--- src/mrtu_pkg.sv ---
// ----------------------------------------------------------------------------
// mrtu_pkg
// Types, codes and the CRC-16/MODBUS byte update for the RTU master.
// ----------------------------------------------------------------------------
package mrtu_pkg;

  typedef enum logic [1:0] {
    KIND_READ   = 2'd0,
    KIND_WRITE  = 2'd1,
    KIND_RXBYTE = 2'd2,
    KIND_TICK   = 2'd3
  } kind_t;

  typedef enum logic [1:0] {
    ERR_OK      = 2'd0,
    ERR_CRC     = 2'd1,
    ERR_TIMEOUT = 2'd2,
    ERR_BUSY    = 2'd3
  } err_t;

  typedef enum logic {
    OUT_TX   = 1'b0,
    OUT_DONE = 1'b1
  } okind_t;

  localparam logic [15:0] CRC_INIT        = 16'hFFFF;
  localparam logic [15:0] CRC_POLY        = 16'hA001;
  localparam logic [7:0]  FC_READ         = 8'h03;
  localparam logic [7:0]  FC_WRITE        = 8'h06;
  localparam logic [15:0] READ_QTY        = 16'h0001;
  localparam logic [15:0] TIMEOUT_RESET   = 16'd1000;
  localparam logic [15:0] ELAPSED_MAX     = 16'hFFFF;
  // body length (response length minus the two CRC bytes)
  localparam logic [3:0]  BODY_LEN_READ   = 4'd5;
  localparam logic [3:0]  BODY_LEN_WRITE  = 4'd6;
  localparam logic [3:0]  RX_IDX_DATA_HI  = 4'd3;
  localparam logic [3:0]  RX_IDX_DATA_LO  = 4'd4;
  localparam int          REQ_BODY_BYTES  = 6;
  localparam logic [2:0]  BEAT_CRC_LO     = 3'd6;
  localparam logic [2:0]  BEAT_LAST       = 3'd7;
  localparam logic        REG_TIMEOUT     = 1'b0;

  typedef struct packed {
    kind_t       kind;
    logic [7:0]  slave_id;
    logic [15:0] reg_address;
    logic [15:0] write_value;
    logic [7:0]  rx_byte;
  } in_word_t;

  typedef struct packed {
    okind_t      out_kind;
    logic [7:0]  tx_byte;
    logic        last;
    logic        success;
    err_t        error_code;
    logic [15:0] read_value;
  } out_word_t;

  // one burst handed from the transaction logic to the emitter
  typedef struct packed {
    logic        load;
    logic        is_req;
    logic [7:0]  slave_id;
    logic [7:0]  func;
    logic [15:0] reg_address;
    logic [15:0] payload;
    logic        success;
    err_t        error_code;
    logic [15:0] read_value;
  } burst_t;

  function automatic logic [15:0] crc_byte(input logic [15:0] crc_in, input logic [7:0] b);
    logic [15:0] c;
    c = crc_in ^ {8'h00, b};
    for (int i = 0; i < 8; i++) begin
      if (c[0]) begin
        c = (c >> 1) ^ CRC_POLY;
      end else begin
        c = c >> 1;
      end
    end
    return c;
  endfunction

endpackage

--- src/mrtu_emit.sv ---
// ----------------------------------------------------------------------------
// mrtu_emit
// Result emitter: sends an 8-word request with its CRC, or one finish word.
// ----------------------------------------------------------------------------
module mrtu_emit import mrtu_pkg::*; (
  input  logic      clk,
  input  logic      rst_n,
  input  burst_t    burst,
  output logic      free,
  output logic      out_valid,
  input  logic      out_stall,
  output out_word_t out_data
);

  logic        vld_r;
  logic        is_req_r;
  logic [2:0]  beat_r;
  logic [15:0] crc_r;
  logic [7:0]  req_r [REQ_BODY_BYTES];
  logic        success_r;
  err_t        err_r;
  logic [15:0] value_r;

  logic        take;
  logic        final_beat;
  logic [7:0]  body_byte;

  assign take       = vld_r && !out_stall;
  assign final_beat = !is_req_r || (beat_r == BEAT_LAST);
  assign free       = !vld_r || (take && final_beat);
  assign body_byte  = (beat_r < BEAT_CRC_LO) ? req_r[beat_r] : 8'h00;

  always_ff @(posedge clk) begin
    if (!rst_n) begin
      vld_r  <= 1'b0;
      beat_r <= '0;
    end else begin
      if (burst.load) begin
        vld_r  <= 1'b1;
        beat_r <= '0;
      end else if (take) begin
        if (final_beat) begin
          vld_r <= 1'b0;
        end else begin
          beat_r <= beat_r + 3'd1;
        end
      end
    end
  end

  // payload registers
  always_ff @(posedge clk) begin
    if (burst.load) begin
      is_req_r  <= burst.is_req;
      crc_r     <= CRC_INIT;
      req_r[0]  <= burst.slave_id;
      req_r[1]  <= burst.func;
      req_r[2]  <= burst.reg_address[15:8];
      req_r[3]  <= burst.reg_address[7:0];
      req_r[4]  <= burst.payload[15:8];
      req_r[5]  <= burst.payload[7:0];
      success_r <= burst.success;
      err_r     <= burst.error_code;
      value_r   <= burst.read_value;
    end else if (take && is_req_r && (beat_r < BEAT_CRC_LO)) begin
      // CRC accumulates as each body byte leaves
      crc_r <= crc_byte(crc_r, body_byte);
    end
  end

  assign out_valid = vld_r;

  always_comb begin
    out_data = '0;
    if (is_req_r) begin
      out_data.out_kind = OUT_TX;
      out_data.last     = (beat_r == BEAT_LAST);
      if (beat_r == BEAT_CRC_LO) begin
        out_data.tx_byte = crc_r[7:0];
      end else if (beat_r == BEAT_LAST) begin
        out_data.tx_byte = crc_r[15:8];
      end else begin
        out_data.tx_byte = body_byte;
      end
    end else begin
      out_data.out_kind   = OUT_DONE;
      out_data.last       = 1'b1;
      out_data.success    = success_r;
      out_data.error_code = err_r;
      out_data.read_value = value_r;
    end
  end

endmodule

--- src/modbus_rtu_master_transaction.sv ---
// ----------------------------------------------------------------------------
// modbus_rtu_master_transaction
// Modbus RTU master, one transaction at a time, with CRC-16/MODBUS.
// ----------------------------------------------------------------------------
// Input words (in_valid/in_stall, in_data) are start read, start write,
// received byte or time tick. A start emits eight transmit words on the
// out_ channel (slave, function, address, quantity or value, CRC low/high);
// the response bytes are counted and CRC-checked as they arrive and a
// finish word reports success, error code and the read value. Ticks time
// out an incomplete response; a start while busy gets a busy finish word.
// Each word passes through the input register, and its first result is
// then shown from the emitter register.
// Throughput: one input word per cycle for bytes and ticks while no word
// waits for the emitter. A start keeps the single emitter busy until its
// request burst has drained; a word behind it that needs the emitter
// (another start, a final byte or a timeout tick) waits in the input
// register until then. A finish word occupies the emitter until taken.
// out_stall freezes the emitter; the input register then stalls only when
// the word waiting in it needs the emitter. Reset (rst_n low, synchronous)
// drops words in flight, clears the transaction and sets timeout to 1000.
// The APB port holds timeout_ticks at address 0; pready is tied high.
// ----------------------------------------------------------------------------
module modbus_rtu_master_transaction import mrtu_pkg::*; (
  input  logic        clk,
  input  logic        rst_n,
  input  logic        in_valid,
  output logic        in_stall,
  input  in_word_t    in_data,
  output logic        out_valid,
  input  logic        out_stall,
  output out_word_t   out_data,
  input  logic        psel,
  input  logic        penable,
  input  logic        pwrite,
  input  logic [2:0]  paddr,
  input  logic [31:0] pwdata,
  output logic [31:0] prdata,
  output logic        pready
);

  logic        in_vld_r;
  in_word_t    in_r;

  logic        busy_r,        busy_nxt;
  logic        op_is_write_r, op_is_write_nxt;
  logic [3:0]  rx_count_r,    rx_count_nxt;
  logic [15:0] running_crc_r, running_crc_nxt;
  logic [7:0]  crc_low_r,     crc_low_nxt;
  logic [15:0] data_word_r,   data_word_nxt;
  logic [15:0] elapsed_r,     elapsed_nxt;
  logic [15:0] timeout_r;

  burst_t      burst;
  logic        emit_free;
  logic        gen;
  logic        adv;
  logic        in_take;
  logic [3:0]  body_len;
  logic [15:0] rsp_crc;
  logic        crc_ok;

  assign pready   = 1'b1;
  assign prdata   = (paddr[2] == REG_TIMEOUT) ? {16'h0000, timeout_r} : 32'h0000_0000;

  always_ff @(posedge clk) begin
    if (!rst_n) begin
      timeout_r <= TIMEOUT_RESET;
    end else if (psel && penable && pwrite && pready && (paddr[2] == REG_TIMEOUT)) begin
      timeout_r <= pwdata[15:0];
    end
  end

  // input register
  assign in_stall = in_vld_r && !adv;
  assign in_take  = in_valid && !in_stall;

  always_ff @(posedge clk) begin
    if (!rst_n) begin
      in_vld_r <= 1'b0;
    end else if (in_take) begin
      in_vld_r <= 1'b1;
    end else if (adv) begin
      in_vld_r <= 1'b0;
    end
  end

  always_ff @(posedge clk) begin
    if (!rst_n) begin
      in_r <= '0;
    end else if (in_take) begin
      in_r <= in_data;
    end
  end

  assign body_len = op_is_write_r ? BODY_LEN_WRITE : BODY_LEN_READ;
  assign rsp_crc  = {in_r.rx_byte, crc_low_r};
  assign crc_ok   = (rsp_crc == running_crc_r);

  always_comb begin
    busy_nxt        = busy_r;
    op_is_write_nxt = op_is_write_r;
    rx_count_nxt    = rx_count_r;
    running_crc_nxt = running_crc_r;
    crc_low_nxt     = crc_low_r;
    data_word_nxt   = data_word_r;
    elapsed_nxt     = elapsed_r;
    burst           = '0;
    gen             = 1'b0;
    unique case (in_r.kind)
      KIND_READ, KIND_WRITE: begin
        gen = 1'b1;
        if (busy_r) begin
          burst.error_code = ERR_BUSY;
        end else begin
          burst.is_req      = 1'b1;
          burst.slave_id    = in_r.slave_id;
          burst.reg_address = in_r.reg_address;
          if (in_r.kind == KIND_WRITE) begin
            burst.func    = FC_WRITE;
            burst.payload = in_r.write_value;
          end else begin
            burst.func    = FC_READ;
            burst.payload = READ_QTY;
          end
          busy_nxt        = 1'b1;
          op_is_write_nxt = (in_r.kind == KIND_WRITE);
          rx_count_nxt    = '0;
          running_crc_nxt = CRC_INIT;
          crc_low_nxt     = '0;
          data_word_nxt   = '0;
          elapsed_nxt     = '0;
        end
      end
      KIND_RXBYTE: begin
        if (busy_r) begin
          rx_count_nxt = rx_count_r + 4'd1;
          if (rx_count_r < body_len) begin
            running_crc_nxt = crc_byte(running_crc_r, in_r.rx_byte);
            if (!op_is_write_r && (rx_count_r == RX_IDX_DATA_HI)) begin
              data_word_nxt[15:8] = in_r.rx_byte;
            end else if (!op_is_write_r && (rx_count_r == RX_IDX_DATA_LO)) begin
              data_word_nxt[7:0] = in_r.rx_byte;
            end
          end else if (rx_count_r == body_len) begin
            crc_low_nxt = in_r.rx_byte;
          end else begin
            gen              = 1'b1;
            busy_nxt         = 1'b0;
            burst.success    = crc_ok;
            burst.error_code = crc_ok ? ERR_OK : ERR_CRC;
            burst.read_value = (crc_ok && !op_is_write_r) ? data_word_r : 16'h0000;
          end
        end
      end
      KIND_TICK: begin
        if (busy_r) begin
          if (elapsed_r < ELAPSED_MAX) begin
            elapsed_nxt = elapsed_r + 16'd1;
          end
          if (elapsed_nxt >= timeout_r) begin
            gen              = 1'b1;
            busy_nxt         = 1'b0;
            burst.error_code = ERR_TIMEOUT;
          end
        end
      end
      default: begin
      end
    endcase
    adv        = in_vld_r && (!gen || emit_free);
    burst.load = adv && gen;
  end

  always_ff @(posedge clk) begin
    if (!rst_n) begin
      busy_r        <= 1'b0;
      op_is_write_r <= 1'b0;
      rx_count_r    <= '0;
      running_crc_r <= CRC_INIT;
      crc_low_r     <= '0;
      data_word_r   <= '0;
      elapsed_r     <= '0;
    end else if (adv) begin
      busy_r        <= busy_nxt;
      op_is_write_r <= op_is_write_nxt;
      rx_count_r    <= rx_count_nxt;
      running_crc_r <= running_crc_nxt;
      crc_low_r     <= crc_low_nxt;
      data_word_r   <= data_word_nxt;
      elapsed_r     <= elapsed_nxt;
    end
  end

  mrtu_emit u_emit (
    .clk       (clk),
    .rst_n     (rst_n),
    .burst     (burst),
    .free      (emit_free),
    .out_valid (out_valid),
    .out_stall (out_stall),
    .out_data  (out_data)
  );

endmodule

--- config.mk ---
export PLATFORM = sky130hd
export DESIGN_NAME = modbus_rtu_master_transaction
export DESIGN_NICKNAME = d
export VERILOG_FILES = /design/src/mrtu_pkg.sv /design/src/mrtu_emit.sv /design/src/modbus_rtu_master_transaction.sv
export SDC_FILE = /design/constraint.sdc
export NUM_CORES = 1
export LEC_CHECK = 0
export BUFFER_PORTS_ARGS = -buffer_cell sky130_fd_sc_hd__buf_4
export CAP_MARGIN = 20
export CORE_MARGIN = 1.5
export CORE_UTILIZATION = 47
export CTS_BUF_LIST = sky130_fd_sc_hd__clkbuf_4 sky130_fd_sc_hd__clkbuf_8
export CTS_CLUSTER_SIZE = 8
export DETAILED_ROUTE_END_ITERATION = 8
export PLACE_DENSITY = 0.8
export SYNTH_ARGS = -nofsm -noshare
export SYNTH_HDL_FRONTEND = slang
export SYNTH_SLANG_ARGS = --single-unit
export TNS_END_PERCENT = 5
--- constraint.sdc ---
create_clock -name clk -period 6.7 [get_ports clk]
set_input_delay 0.67 -clock clk [delete_from_list [all_inputs] [get_ports clk]]
set_output_delay 0.67 -clock clk [all_outputs]
set_load 0.05 [all_outputs]
**Word-level counts from Yosys, hierarchy flattened**

Memory sizes are Yosys's and may differ from the RTL's. A register that Yosys moved wholly into a read port is not among the register bits.
Index checks and enable logic that the tools add are counted.

- $lt $le $gt $ge: 4
- Div/mod/pow operators: 0
- Add/subtract/negate cells: 3
- Multiplexer cells: 118
- Reductions and logical operators: 43
- Multiply operators: 0
- Bitwise gates (word level): 24
- Shifts and indexed selects: 0
- Equality and inequality tests: 18

Operator list:

| operator | number |
|---|---|
| $mux W16 | 64 |
| $pmux W16 S2 | 3 |
| $mux W8 | 11 |
| $mux W49 | 1 |
| $mux W48 | 1 |
| $not A2 Y3 | 16 |
| $mux W18 | 2 |
| $xor A16 B8 Y16 | 2 |
| $mux W1 | 20 |
| $mux W19 | 1 |
| $ne A2 B2 Y1 const B | 9 |
| $mux W17 | 1 |
| $add A16 B1 Y16 const B | 1 |
| $eq A16 B16 Y1 | 1 |
| $ge A16 B16 Y1 | 1 |
| $lt A16 B16 Y1 const B | 1 |
| $pmux W8 S2 | 1 |
| $logic_and A1 B1 Y1 | 14 |
| $reduce_and A6 Y1 | 2 |
| $reduce_bool A2 Y1 | 5 |
| $mux W3 | 3 |
| $mux W2 | 4 |
| $mux W4 | 2 |
| $pmux W4 S2 | 1 |
| other kinds (24) | 43 |

- Bits in writable memories: 48
- Memories kept: 1
- Latch bits: 0
- Output and inout port bits: 64
- Flip-flop bits (word level): 169
- Memory bits (read-only): 0

Memories:

| name | words | bits a word | rd ports | clocked after Yosys merged registers in | write ports | RTL line | RTL |
|---|---|---|---|---|---|---|---|
| u_emit.req_r | 6 | 8 | 1 | 1 | 6 | mrtu_emit.sv:19 | `logic [7:0] req_r [REQ_BODY_BYTES];` |

**Longest topological paths before layout**

Gate-level depths: netlist of run 1.

- Word-level depth: 41
- Gate-level depth with buffers: 20

**Cells and area by module**

Synthesis of run 1 repeated with hierarchy kept, for this count alone.

- Cell total of the unflattened synthesis: 1136
- Area total of the unflattened synthesis: 10826.6 um^2

Modules (own cells, without submodules):

| module | instances | seq. area each (um^2) | area each (um^2) | cells an instance |
|---|---|---|---|---|
| modbus_rtu_master_transaction | 1 | 2582.5 | 7021.7 | 854 |
| mrtu_emit | 1 | 2502.4 | 3804.9 | 282 |

**Least setup slack after synthesis of run 1**

OpenSTA, ideal clock, no wires.

- Path type: register to register
- Start point: reg elapsed_r[0]
- End point: reg u_emit.err_r[0], enable pin
- Buffers on the path: 1
- Slack: 1.781 ns
- Required time: 6.283 ns
- Data arrival time: 4.502 ns
- Cell stages (with the launch flop): 18
- Clock period less this slack: 4.919 ns
- Setup time: 0.417 ns
- Path through: dfxtp_1 ha_1 nand2_1 nor4_2 nand2_1 nor2_1 nor2_1 nand2_1 xnor2_1 ha_1 a211o_1 a21oi_1 a2111oi_0 a221oi_1 a21o_1 a21o_1 clkbuf_1 inv_1

RTL lines:

| what | RTL line | RTL |
|---|---|---|
| from (decl) | modbus_rtu_master_transaction.sv:50 | `logic [15:0] elapsed_r, elapsed_nxt;` |
| from (signal assigned) | modbus_rtu_master_transaction.sv:190 | `elapsed_r <= elapsed_nxt;` |
| to (signal assigned) | mrtu_emit.sv:63 | `err_r <= burst.error_code;` |
| to (decl) | mrtu_emit.sv:21 | `err_t err_r;` |

==> results of run 1 <==
==> worst max path at each step <==
stage,startpoint,depth (start not counted),to,slack (ns)
floorplan,elapsed_r[0],17,u_emit.err_r[0],1.78
global route,elapsed_r[0],17,u_emit.req_r[2][5],0.49
finish,elapsed_r[0],17,u_emit.req_r[2][5],0.93
global placement,elapsed_r[0],17,u_emit.req_r[2][5],1.23
detailed placement,elapsed_r[0],17,u_emit.req_r[0][5],1.06
CTS,elapsed_r[0],17,u_emit.req_r[5][2],1.03
==> through the flow <==
stage	instance area [um^2]	worst slack [ns]	hold WS, ns
3_3_place_gp	11400	1.23	0.444
5_1_grt	12200	0.485	0.380
2_1_floorplan	10500	1.78	0.436
3_5_place_dp	11400	1.06	0.449
6_report	12200	0.926	0.376
4_1_cts	12100	1.03	0.361
==> worst max-delay path, cell delays in order, from the launching register on <==
cell and delay (ns):
sky130_fd_sc_hd__dfxtp_1 0.43, sky130_fd_sc_hd__ha_1 0.22, sky130_fd_sc_hd__nand2_1 0.12, sky130_fd_sc_hd__nor4_2 0.42, sky130_fd_sc_hd__nand2_1 0.18, sky130_fd_sc_hd__nor2_1 0.33
sky130_fd_sc_hd__nor2_1 0.24, sky130_fd_sc_hd__nand2_1 0.16, sky130_fd_sc_hd__xnor2_1 0.13, sky130_fd_sc_hd__ha_1 0.27, sky130_fd_sc_hd__a211o_1 0.26, sky130_fd_sc_hd__a21oi_1 0.17
sky130_fd_sc_hd__a2111oi_0 0.14, sky130_fd_sc_hd__a221oi_1 0.73, sky130_fd_sc_hd__a21o_1 0.24, sky130_fd_sc_hd__a21o_1 0.60, sky130_fd_sc_hd__inv_2 0.39, sky130_fd_sc_hd__buf_4 0.42
==> where the power goes <==
group,total [W],switching [W],internal (W)
logic,0.000443,0.000256,0.000187
clock network,0.00119,0.000505,0.000688
registers,0.00143,0.0000392,0.00139
==> sequential cells by signal, indices dropped and copies added, names as in the netlist, 2 cells and up, named ones only <==
| register | count |
|---|---|
| data_word_r | 16 |
| u_emit.value_r | 16 |
| timeout_r | 16 |
| u_emit.beat_r | 3 |
| crc_low_r | 8 |
| running_crc_r | 16 |
| u_emit.crc_r | 16 |
| rx_count_r | 4 |
| u_emit.err_r | 2 |
| in_r | 50 |
| u_emit.req_r | 43 |
| elapsed_r | 16 |
==> synthesized netlist by cell type, drive strengths merged (2+ instances only) <==
cell type  count  share of area, %
and4b          2              0.19
conb           2             0.072
nand4b         2              0.17
a211oi         3              0.22
nor2b         22               1.3
a21oi         96               4.6
nand3         77               3.7
mux2           4              0.43
or3            2              0.12
o21a           6              0.43
mux4           3              0.65
nand4         10              0.60
xnor2         49               4.1
buf           23               1.5
ha            24               2.9
a21o           5              0.36
xnor3          5               1.1
o2111ai        4              0.34
nor3           5              0.24
nand2b         6              0.36
o22ai          2              0.12
mux2i         36               3.5
clkbuf        72               2.6
dfxtp        152                29
o221a          2              0.22
or4            6              0.43
o211ai        26               1.9
nand3b         2              0.14
edfxtp        62                18
and2          53               3.2
nand2        110               4.0
xor2          16               1.6
o21ai        100               4.8
inv           36               1.3
nor4           3              0.24
and3          17               1.0
or2            2              0.12
a31oi          5              0.30
nor2          90               3.2
==> cells by family after synthesis <==
logic type | count (synthesis) | synth area share [%]
AND/OR/NAND/NOR | 412 | 19.3
AO/OA/AOI/OAI | 257 | 14.0
flip-flops | 214 | 47.0
buffers and inverters | 132 | 5.43
XOR/XNOR | 70 | 6.80
multiplexers | 43 | 4.53
adder cells (fa/ha/maj) | 24 | 2.88
other | 2 | 0.0720
==> metal layers <==
layer | GRT usage [%] | up-vias | wire length [um]
met1 | 27.3 | 3912 | 10800
met5 | 0 | - | 0
met3 | 4.11 | 43 | 1670
met4 | 6.84 | 0 | 559
li1 | - | 4158 | -
met2 | 32.9 | 265 | 11100
==> cell type report <==
class,instances,area [um^2]
flip-flops and latches,214,4900
repair buffers,131,1000
multi-input cells,823,5020
clock buffers,59,687
clock inverters,7,60.1
inverters,37,139
fillers,1946,9660
well taps,280,350
==> results.md, run 1 <==
Finish:
- The fraction of final layout cells with drive strength greater than 1 is 16.7%.
- At the end of the flow, the number of nets in the layout was 1359.
- The filler-free cell count of the finished design is 1551.
- Relative to the synthesized area, the layout overhead comes to 16.6%.
- The library cell used most frequently in the layout, excluding fill and tap cells, is sky130_fd_sc_hd__dfxtp_1.
- The repair_antennas step left the layout with diodes totalling 0.
- The utilization after layout is 55.7%.
- The top cell types in the final layout, fill and taps aside, are sky130_fd_sc_hd__dfxtp_1, sky130_fd_sc_hd__buf_4, sky130_fd_sc_hd__nand2_1.

Clock tree:
- Clock-pin slew was measured on the worst setup and hold paths at 0.06 ns.
- TritonCTS created 36 clock buffers.
- The total setup buffers inserted after CTS is 0.
- After clock tree synthesis, the repair step resized 0 gates.
- The root buffer selected by CTS is sky130_fd_sc_hd__clkbuf_8.
- The clock drives 214 sinks.
- The number of hold buffers added after CTS is 0.
- The H-tree depth is 2.
- The clock network latency to the later pin of the worst-skew pair is 0.52 ns.
- The CTS tree is built.
- The number of buffers on the longest clock path is 3.

Timing:
- After layout, the worst path uses 86.2% of the clock period.
- The maximum frequency from static timing analysis is 173 MHz.
- The number of max-slew violations in the final report came to 0.
- The sum of negative setup slack is 0 ns.
- The post-route minimum period is 5.77 ns.
- The setup skew after layout is 0.0215 ns.
- The headroom to the max-slew limit is 27.9%.
- The number of setup violations in the final report is 0.
- The pin slew with the least headroom to its limit is 1.07 ns.
- Setup repair after global routing left no endpoint under its margin.
- The number of hold violations in the final report is 0.

Hold path:
- The tightest min-delay check is of the in2reg type.
- The path with the worst hold slack has its endpoint at timeout_r[3].
- In this run the most critical hold path is launched from pwdata[3].
- The worst hold path was traced through 3 stages.

Yosys:
- The number of standard cells after synthesis is 1154.
- The post-synthesis register bit count is 214.
- The proportion of register bits with asynchronous set or reset after synthesis is 0%.
- The synthesized area is 10400 um^2.
- Yosys printed 0 warnings.
- After synthesis, flip-flops and latches occupy 47.0% of the total area.
- The mean cell area of the mapped netlist is 9.04 um^2.
- The leading register cell type out of synthesis is sky130_fd_sc_hd__dfxtp_1.
- Counting flops with a built-in enable in the synthesized netlist gives 62.
- The unique cell type count in the Yosys netlist is 62.

Worst setup path:
- The register-to-register setup slack is 0.93 ns.
- The startpoint type of the worst setup path is a register.
- In this run the worst path has a maximum fanout of 43.
- STA classifies the critical path endpoint as a register.
- The startpoint of the most critical register-to-register path is elapsed_r[0].
- The arrival time reported for the critical path endpoint is 5.99 ns.
- The capture point of the worst reg-to-reg path is u_emit.req_r[2][5].
- The category of the most critical setup path is reg2reg.
- The data required time of the critical path is 6.91 ns.
- The count of cells along the worst register-to-register path is 17.

Floorplan:
- The number of cell rows is 54.
- The core area is 21800 um^2.
- The die outline width is 152 um.
- The die is 152 um tall.
- For this design the top-level I/O count stands at 156.
- Once the floorplan was initialized, standard cells occupied 47.8% of the core.
- The floorplan step defined a die boundary enclosing 23100 um^2.

Routing:
- The routed layout has 8378 vias.
- After the first detailed-routing iteration, the DRC count stood at 581.
- The average wire length per cell after detail routing is 15.5 um.
- The via count normalized by instance count is 5.40.
- The count of nets left with antenna violations once routing finished came out at 0.
- The remaining routing DRC violations is 0.
- The first TritonRoute pass finished after 5 iterations.
- Wires add up to 24.1 mm.

Global route:
- The first global-routing pass estimated 39.2 mm of wire.
- Across every metal layer, demand over resource in global routing totals 20.4%.
- The number of antenna violations at the first check in global routing is 0.
- Entering global routing, the biggest net connects 58 pins.
- The via count of the first global-routing pass is 7911.
- Summed over all layers, the global routing overflow is 0.

Power and ir drop:
- The maximum vdd drop is 184 uV.
- The cell leakage power is 4.90 nW.
- The total power draw is 0.00307 W.
- For this design the ratio of total power to cell area is 252 nW/um^2.

Placement:
- Once detailed placement completed, the half-perimeter wirelength came to 16.3 mm.
- Port buffering added 120 buffers.
- In this run, placement finished with an instance count of 1484.
- The global placer's final weighted congestion is 0.845.

Flow run:
- The max capacitance violation total is 0.

Status:
- The flow ran to the end, and the final reports show no timing, DRC or antenna violations.
No activity file was read; power rests on OpenSTA's default activity.
==> run 2: changes to the inputs <==
==> constraint.sdc (replaced) <==
create_clock -name clk -period 6.7 [get_ports clk]
set_input_delay 1.34 -clock clk [delete_from_list [all_inputs] [get_ports clk]]
set_output_delay 1.34 -clock clk [all_outputs]
set_load 0.05 [all_outputs]
==> run 2 against run 1 <==
Non-clock buffer count unchanged; routed wire length increased by 0.57%; final cell count barely moved; count of clock-buffer cells in the layout grew 1; clock power about the same; core utilization rose by 0.092 points; critical path depth is the same; sequential power hardly changed; first-iteration DRC count increased by 16%; fmax shrank 8.0%; global-route usage up 0.66 points; critical endpoint is now in_stall; largest power group unchanged; highest routed layer unchanged.
==> results.md, run 2 (same netlist as run 1, synthesis figures left out) <==
Status:
- Result of the run: completed (unchanged).

Timing:
- The period utilization is 93.6% (was 86.2%).
- The sum of negative setup slack is 0 ns (unchanged).
- The setup skew after layout was 0.0312 ns (was 0.0215 ns).
- The slack of the critical path is 0.426 ns (was 0.926 ns).
- Setup repair after global routing missed its margin: false (unchanged).
- The number of max-slew violations in the final report was 0 (unchanged).
- The post-route minimum period was 6.27 ns (was 5.77 ns).
- The number of hold violations in the final report was 0 (unchanged).
- The number of setup violations in the final report is 0 (unchanged).
- The pin slew with the least headroom to its limit was 1.11 ns (was 1.07 ns).
- The headroom to the max-slew limit came to 25.7% (was 27.9%).
- The maximum frequency from static timing analysis is 159 MHz (was 173 MHz).
- The smallest hold slack is 0.453 ns (was 0.376 ns).

Clock tree:
- The number of clock sinks came to 214 (unchanged).
- The root buffer selected by CTS is sky130_fd_sc_hd__clkbuf_8 (unchanged).
- The number of hold buffers added after CTS is 0 (unchanged).
- The total setup buffers inserted after CTS came to 0 (unchanged).
- The H-tree depth was 2 (unchanged).
- The CTS tree is built (unchanged).
- The clock network latency to the later pin of the worst-skew pair is 0.54 ns (was 0.52 ns).
- The number of buffers on the longest clock path is 3 (unchanged).
- The clock transition at the registers of the reported paths is 0.07 ns (was 0.06 ns).
- The number of cells upsized or downsized after cts came to 0 (unchanged).
- The number of clock buffers inserted by TritonCTS is 36 (unchanged).

Worst setup path:
- The category of the most critical setup path was reg2out (was reg2reg).
- The cell with the most instances on the worst path is sky130_fd_sc_hd__nand2_1 (unchanged).
- The startpoint type of the worst setup path is a register (unchanged).
- Crit-path cells: ha_1 -> nand2_1 -> nor4_2 -> nand2_1 -> nor2_1 -> nor2_1 -> nand2_1 -> xnor2_1 -> ha_1 -> a211o_1 -> a21oi_1 -> a2111oi_0 -> a221oi_1 -> a21o_1 -> a21o_1 -> inv_1 -> buf_4 (was ha_1 -> nand2_1 -> nor4_2 -> nand2_1 -> nor2_1 -> nor2_1 -> nand2_1 -> xnor2_1 -> ha_1 -> a211o_1 -> a21oi_1 -> a2111oi_0 -> a221oi_1 -> a21o_1 -> a21o_1 -> inv_2 -> buf_4).
- The arrival time reported for the critical path endpoint is 4.93 ns (was 5.99 ns).
- The nature of the critical path endpoint is an output pin (was register).
- The data required time of the critical path is 5.36 ns (was 6.91 ns).
- The worst-path cell with the longest stage delay is sky130_fd_sc_hd__a221oi_1 (unchanged).
- The maximum single-stage delay on the critical path is 0.63 ns (was 0.73 ns).
- The highest net fanout along the worst path was 9 (was 43).

Finish:
- The flip-flop count of the largest register, all copies and words added is 50 (unchanged).
- Biggest registers after layout: in_r x50, u_emit.req_r x43 (unchanged).
- The register with the most flip-flops is in_r (unchanged).
- The most common cell after layout, fill and taps aside is sky130_fd_sc_hd__dfxtp_1 (unchanged).
- The fraction of final layout cells with drive strength greater than 1 was 16.9% (was 16.7%).
- The area growth from synthesis to final layout is 16.8% (was 16.6%).
- The filler-free cell count of the finished design came to 1552 (was 1551).
- The final net count was 1359 (unchanged).
- Most frequent cells in the layout: sky130_fd_sc_hd__dfxtp_1, sky130_fd_sc_hd__buf_4, sky130_fd_sc_hd__nand2_1 (unchanged).
- The number of fill cells in the layout is 1924 (was 1946).

Placement:
- The global placer's final weighted congestion was 0.901 (was 0.845).
- The number of cells after detailed placement came to 1484 (unchanged).
- The number of port buffers was 120 (unchanged).
- The final HPWL from detailed placement was 16.5 mm (was 16.3 mm).
- The placement-stage worst setup slack is 1.07 ns (was 1.06 ns).

Global route:
- The global-route wire length before repair is 40.4 mm (was 39.2 mm).
- The overflow left after global routing came to 0 (unchanged).
- The largest net degree at the start of global routing was 84 (was 58).
- The overall routing resource usage is 21.0% (was 20.4%).
- The number of antenna violations at the first check in global routing is 1 (was 0).
- The via count of the first global-routing pass is 8030 (was 7911).

Routing:
- The via count normalized by instance count is 5.46 (was 5.40).
- The detailed router's first-iteration violation count was 674 (was 581).
- The via count was 8471 (was 8378).
- The total routed wirelength is 24.2 mm (was 24.1 mm).
- The remaining routing DRC violations is 0 (unchanged).
- The remaining number of nets flagged by the antenna check after routing is 0 (unchanged).
- The average wire length per cell after detail routing was 15.6 um (was 15.5 um).
- The number of detailed-routing iterations run before antenna repair is 5 (unchanged).

Floorplan:
- The core area is 21800 um^2 (unchanged).
- The die boundary height is 152 um (unchanged).
- The die outline width came to 152 um (unchanged).
- The die area is 23100 um^2 (unchanged).
- The number of cell rows came to 54 (unchanged).
- The starting density of the core is 47.8% (unchanged).
- The I/O pin count is 156 (unchanged).

Power and ir drop:
- The power density relative to cell area was 252 nW/um^2 (about the same).
- The cell leakage power is 4.91 nW (was 4.90 nW).
- The maximum vdd drop is 125 uV (was 184 uV).

Hold path:
- The worst min-delay path category is reg2reg (was in2reg).

Flow run:
- The max capacitance violation total came to 0 (unchanged).
[run 2: final cells by class]
type / instances / area, um^2 / share of cell area [%]
Antenna cell: 1 / 2.50 / 0.0205
Clock buffer: 60 / 719 / 5.91
Clock inverter: 6 / 45.0 / 0.370
Inverter: 37 / 139 / 1.14
Multi-Input combinational cell: 823 / 5020 / 41.2
Sequential cell: 214 / 4900 / 40.3
Tap cell: 280 / 350 / 2.88
Timing Repair Buffer: 131 / 1000 / 8.24
[run 2: critical path: cells and delay by family (launching register included)]
family,cells,cell delay [ns]
AND/OR/NAND/NOR,6,1.51
XOR/XNOR,1,0.14
flip-flops,1,0.42
AO/OA/AOI/OAI,6,1.57
adder cells (fa/ha/maj),2,0.49
buffers and inverters,2,0.29
[run 2: per-stage QoR]
stage	total power, W	utilization, %	cell area [um^2]
6_report	0.00307	55.8	12200
5_1_grt	0.00320	55.8	12200
4_1_cts	0.00309	55.7	12200
3_5_place_dp	0.00189	52.2	11400
3_3_place_gp	0.00188	52.2	11400
2_1_floorplan	0.00179	-	10500
[run 2: report_power, final]
part	internal, W	switching (W)	leakage [nW]
Combinational	0.000187	0.000257	2.66
Sequential	0.00139	0.0000382	1.83
Clock	0.000683	0.000519	0.414
Total	0.00226	0.000814	4.91
[run 2: path summary, 6_finish.rpt]
path / startpoint / to / slack [ns] / cells past startpoint
worst max-delay path: elapsed_r[0] / in_stall / 0.43 / 17
worst min-delay path: timeout_r[1] / timeout_r[1] / 0.45 / 2
worst max register to register: elapsed_r[0] / u_emit.req_r[1][2] / 0.99 / 17
worst min register to register: timeout_r[1] / timeout_r[1] / 0.45 / 2
[run 2: routing by layer]
layer  wire length [um]  global-route usage [%]  part of all wire (%)  vias to the layer above
met5                  0                       0                     0                        -
li1                   -                       -                     -                     4156
met2              11100                    33.7                    46                      296
met4                583                    7.30                   2.4                        0
met3               1920                    4.16                   7.9                       54
met1              10600                    28.4                    44                     3965
==> run 3: changes to the inputs <==
==> constraint.sdc (replaced) <==
create_clock -name clk -period 6.3 [get_ports clk]
set_input_delay 1.26 -clock clk [delete_from_list [all_inputs] [get_ports clk]]
set_output_delay 1.26 -clock clk [all_outputs]
set_load 0.05 [all_outputs]
==> run 3 against run 2 <==
Die area did not move; count of clock-buffer cells in the layout fell by 6; routed wire length fell by 0.98%; flip-flop and latch count did not move; critical path type unchanged; largest power group unchanged.
==> results.md, run 3 (same netlist as run 1, synthesis figures left out) <==
Global route:
- The most used routing layer is met2 (unchanged).
- The number of antenna violations at the first check in global routing was 1 (unchanged).
- The global-route track usage on met1 is 27.7% (was 28.4%).
- The overall routing resource usage was 20.3% (was 21.0%).
- The overflow left after global routing is 0 (unchanged).
- The largest net degree at the start of global routing is 84 (unchanged).
- The met2 track demand over resource was 32.8% (was 33.7%).
- The met3 track demand over resource came to 3.82% (was 4.16%).
- The global-route wire length before repair is 39.2 mm (was 40.4 mm).
- The via count of the first global-routing pass is 7940 (was 8030).

Clock tree:
- The root buffer selected by CTS is sky130_fd_sc_hd__clkbuf_8 (unchanged).
- The CTS tree is built (unchanged).
- The number of clock buffers inserted by TritonCTS came to 38 (was 36).
- The H-tree depth was 2 (unchanged).
- The total setup buffers inserted after CTS came to 0 (unchanged).
- The clock transition at the registers of the reported paths is 0.06 ns (was 0.07 ns).
- The clock network latency to the later pin of the worst-skew pair was 0.52 ns (was 0.54 ns).
- The number of buffers on the longest clock path is 3 (unchanged).
- The number of clock sinks came to 214 (unchanged).

Timing:
- The pin slew with the least headroom to its limit is 0.958 ns (was 1.11 ns).
- Setup repair after global routing missed its margin: false (unchanged).
- The number of setup violations in the final report is 0 (unchanged).
- The headroom to the max-slew limit is 35.7% (was 25.7%).
- The number of hold violations in the final report is 0 (unchanged).
- The number of max-slew violations in the final report was 0 (unchanged).
- The sum of negative setup slack is 0 ns (unchanged).
- The period utilization is 93.3%.
- The setup skew after layout is 0.0263 ns (was 0.0312 ns).
- After layout, the minimum clock period comes to 5.88 ns.
- The maximum frequency from static timing analysis is 170 MHz.
- The slack of the critical path is 0.424 ns (was 0.426 ns).

Finish:
- Most frequent cells in the layout: sky130_fd_sc_hd__dfxtp_1, sky130_fd_sc_hd__buf_4, sky130_fd_sc_hd__nand2_1 (unchanged).
- Biggest registers after layout: in_r x50, u_emit.req_r x43 (unchanged).
- The flip-flop count of the largest register, all copies and words added is 50 (unchanged).
- The filler-free cell count of the finished design is 1555 (was 1552).
- The fraction of final layout cells with drive strength greater than 1 is 16.6% (was 16.9%).
- The area growth from synthesis to final layout is 17.0% (was 16.8%).
- The register with the most flip-flops is in_r (unchanged).
- The final net count was 1363 (was 1359).
- The most common cell after layout, fill and taps aside is sky130_fd_sc_hd__dfxtp_1 (unchanged).
- The number of fill cells in the layout is 1906 (was 1924).

Hold path:
- The worst min-delay path category is reg2reg (unchanged).
- The hold path startpoint is timeout_r[13] (was timeout_r[1]).
- The terminating pin of the worst hold path is timeout_r[13] (was timeout_r[1]).
- The number of instances on the worst hold path is 2 (unchanged).

Floorplan:
- The I/O pin count is 156 (unchanged).
- The die outline width is 152 um (unchanged).
- The die area is 23100 um^2 (unchanged).
- The core area is 21800 um^2 (unchanged).
- The die boundary height is 152 um (unchanged).
- The number of cell rows is 54 (unchanged).
- The starting density of the core is 47.8% (unchanged).

Worst setup path:
- Crit-path cells: ha_1 -> nand2_1 -> nor4_4 -> nand2_1 -> nor2_1 -> nor2_1 -> nand2_1 -> xnor2_1 -> ha_1 -> a211o_1 -> a21oi_1 -> a2111oi_0 -> a221oi_2 -> a21o_1 -> a21o_1 -> inv_1 -> buf_4 (was ha_1 -> nand2_1 -> nor4_2 -> nand2_1 -> nor2_1 -> nor2_1 -> nand2_1 -> xnor2_1 -> ha_1 -> a211o_1 -> a21oi_1 -> a2111oi_0 -> a221oi_1 -> a21o_1 -> a21o_1 -> inv_1 -> buf_4).
- The startpoint type of the worst setup path is a register (unchanged).
- The capture point of the worst reg-to-reg path is u_emit.req_r[4][3] (was u_emit.req_r[1][2]).
- The count of cells along the worst register-to-register path came to 18 (was 17).
- The cell with the most instances on the worst path is sky130_fd_sc_hd__nand2_1 (unchanged).
- The register-to-register setup slack is 1.30 ns (was 0.99 ns).
- The data required time of the critical path is 5.04 ns (was 5.36 ns).
- The startpoint of the most critical register-to-register path is elapsed_r[0] (unchanged).
- The arrival time reported for the critical path endpoint came to 4.62 ns (was 4.93 ns).
- The nature of the critical path endpoint was an output pin (unchanged).
- The category of the most critical setup path is reg2out (unchanged).
- The maximum single-stage delay on the critical path is 0.58 ns (was 0.63 ns).
- The highest net fanout along the worst path is 9 (unchanged).
- The worst-path cell with the longest stage delay is sky130_fd_sc_hd__a2111oi_0 (was sky130_fd_sc_hd__a221oi_1).

Power and ir drop:
- The internal power summed over all cells is 0.00241 W (was 0.00226 W).
- The total power draw was 0.00327 W (was 0.00307 W).
- The maximum vdd drop is 159 uV (was 125 uV).
- The cell leakage power is 4.92 nW (was 4.91 nW).
- The sequential share of power is 46.5% (about the same).
- The portion of total power attributed to combinational logic came to 14.4% (about the same).
- The switching share of total power came to 26.4% (was 26.5%).
- The power density relative to cell area came to 268 nW/um^2 (was 252 nW/um^2).
- The power spent charging and discharging nets is 0.000864 W (was 0.000814 W).
- The clock group share of total power is 39.1% (about the same).

Routing:
- The total routed wirelength is 24.0 mm (was 24.2 mm).
- The remaining number of nets flagged by the antenna check after routing is 0 (unchanged).
- The average wire length per cell after detail routing is 15.4 um (was 15.6 um).
- The remaining routing DRC violations is 0 (unchanged).
- The number of detailed-routing iterations run before antenna repair is 5 (unchanged).
- The via count is 8496 (was 8471).
- The detailed router's first-iteration violation count came to 660 (was 674).
- The via count normalized by instance count is 5.46 (about the same).

Flow run:
- The max capacitance violation total came to 0 (unchanged).

Placement:
- The number of cells after detailed placement was 1485 (was 1484).
- The placement-stage worst setup slack is 0.736 ns (was 1.07 ns).
- The final HPWL from detailed placement came to 16.2 mm (was 16.5 mm).
- The global placer's final weighted congestion is 0.860 (was 0.901).
- The number of port buffers is 120 (unchanged).

Status:
- Result of the run: completed (unchanged).
run 3: power groups by stage:
stage / registers (W) / clock network, W / logic, W
CTS: 0.00152 / 0.00130 / 0.000468
global placement: 0.00155 / 0 / 0.000458
global route: 0.00153 / 0.00136 / 0.000508
detailed placement: 0.00155 / 0 / 0.000465
floorplan: 0.00154 / 0 / 0.000364
finish: 0.00152 / 0.00128 / 0.000470
run 3: what timing repair did:
action	CTS	global route
resized for setup	0	2
endpoints found under the setup margin	0	1
hold buffers	0	0
run 3: worst max-delay path: cells and delay by family, from the launching register on:
kind / cells / cell delay (ns)
and+or+nand+nor: 6 / 1.34
buffers and inverters: 2 / 0.33
adders and majority gates: 2 / 0.52
AOI/OAI and AO/OA: 6 / 1.39
DFF: 1 / 0.43
xor gates and xnor gates: 1 / 0.08
run 3: final cells by class:
type | count | area, um^2 | share of cell area [%]
Sequential cell | 214 | 4900 | 40.2
Clock buffer | 54 | 674 | 5.52
Antenna cell | 1 | 2.50 | 0.0205
Clock inverter | 13 | 85.1 | 0.697
Multi-Input combinational cell | 823 | 5030 | 41.2
Inverter | 37 | 139 | 1.14
Tap cell | 280 | 350 | 2.87
Timing Repair Buffer | 133 | 1020 | 8.34
run 3: worst max-delay path by stage:
stage / start / to / slack (ns)
after floorplan: elapsed_r[0] / in_stall / 1.16
final: elapsed_r[0] / in_stall / 0.42
after global routing: elapsed_r[0] / in_stall / 0.06
after CTS: elapsed_r[0] / in_stall / 0.16
after global placement: elapsed_r[0] / in_stall / 0.84
after detailed placement: elapsed_r[0] / in_stall / 0.74
run 3: stage by stage:
stage / util [%] / hold WS, ns / instance area [um^2]
after detailed placement: 52.3 / 0.447 / 11400
after floorplan: - / 0.436 / 10500
after CTS: 55.8 / 0.456 / 12200
after global routing: 55.9 / 0.474 / 12200
after global placement: 52.3 / 0.444 / 11400
final: 55.9 / 0.457 / 12200
run 3: routing by layer:
layer / up-vias / routed length, um
met3: 36 / 1790
met2: 296 / 11100
li1: 4162 / -
met1: 4002 / 10700
met5: - / 0
met4: 0 / 414
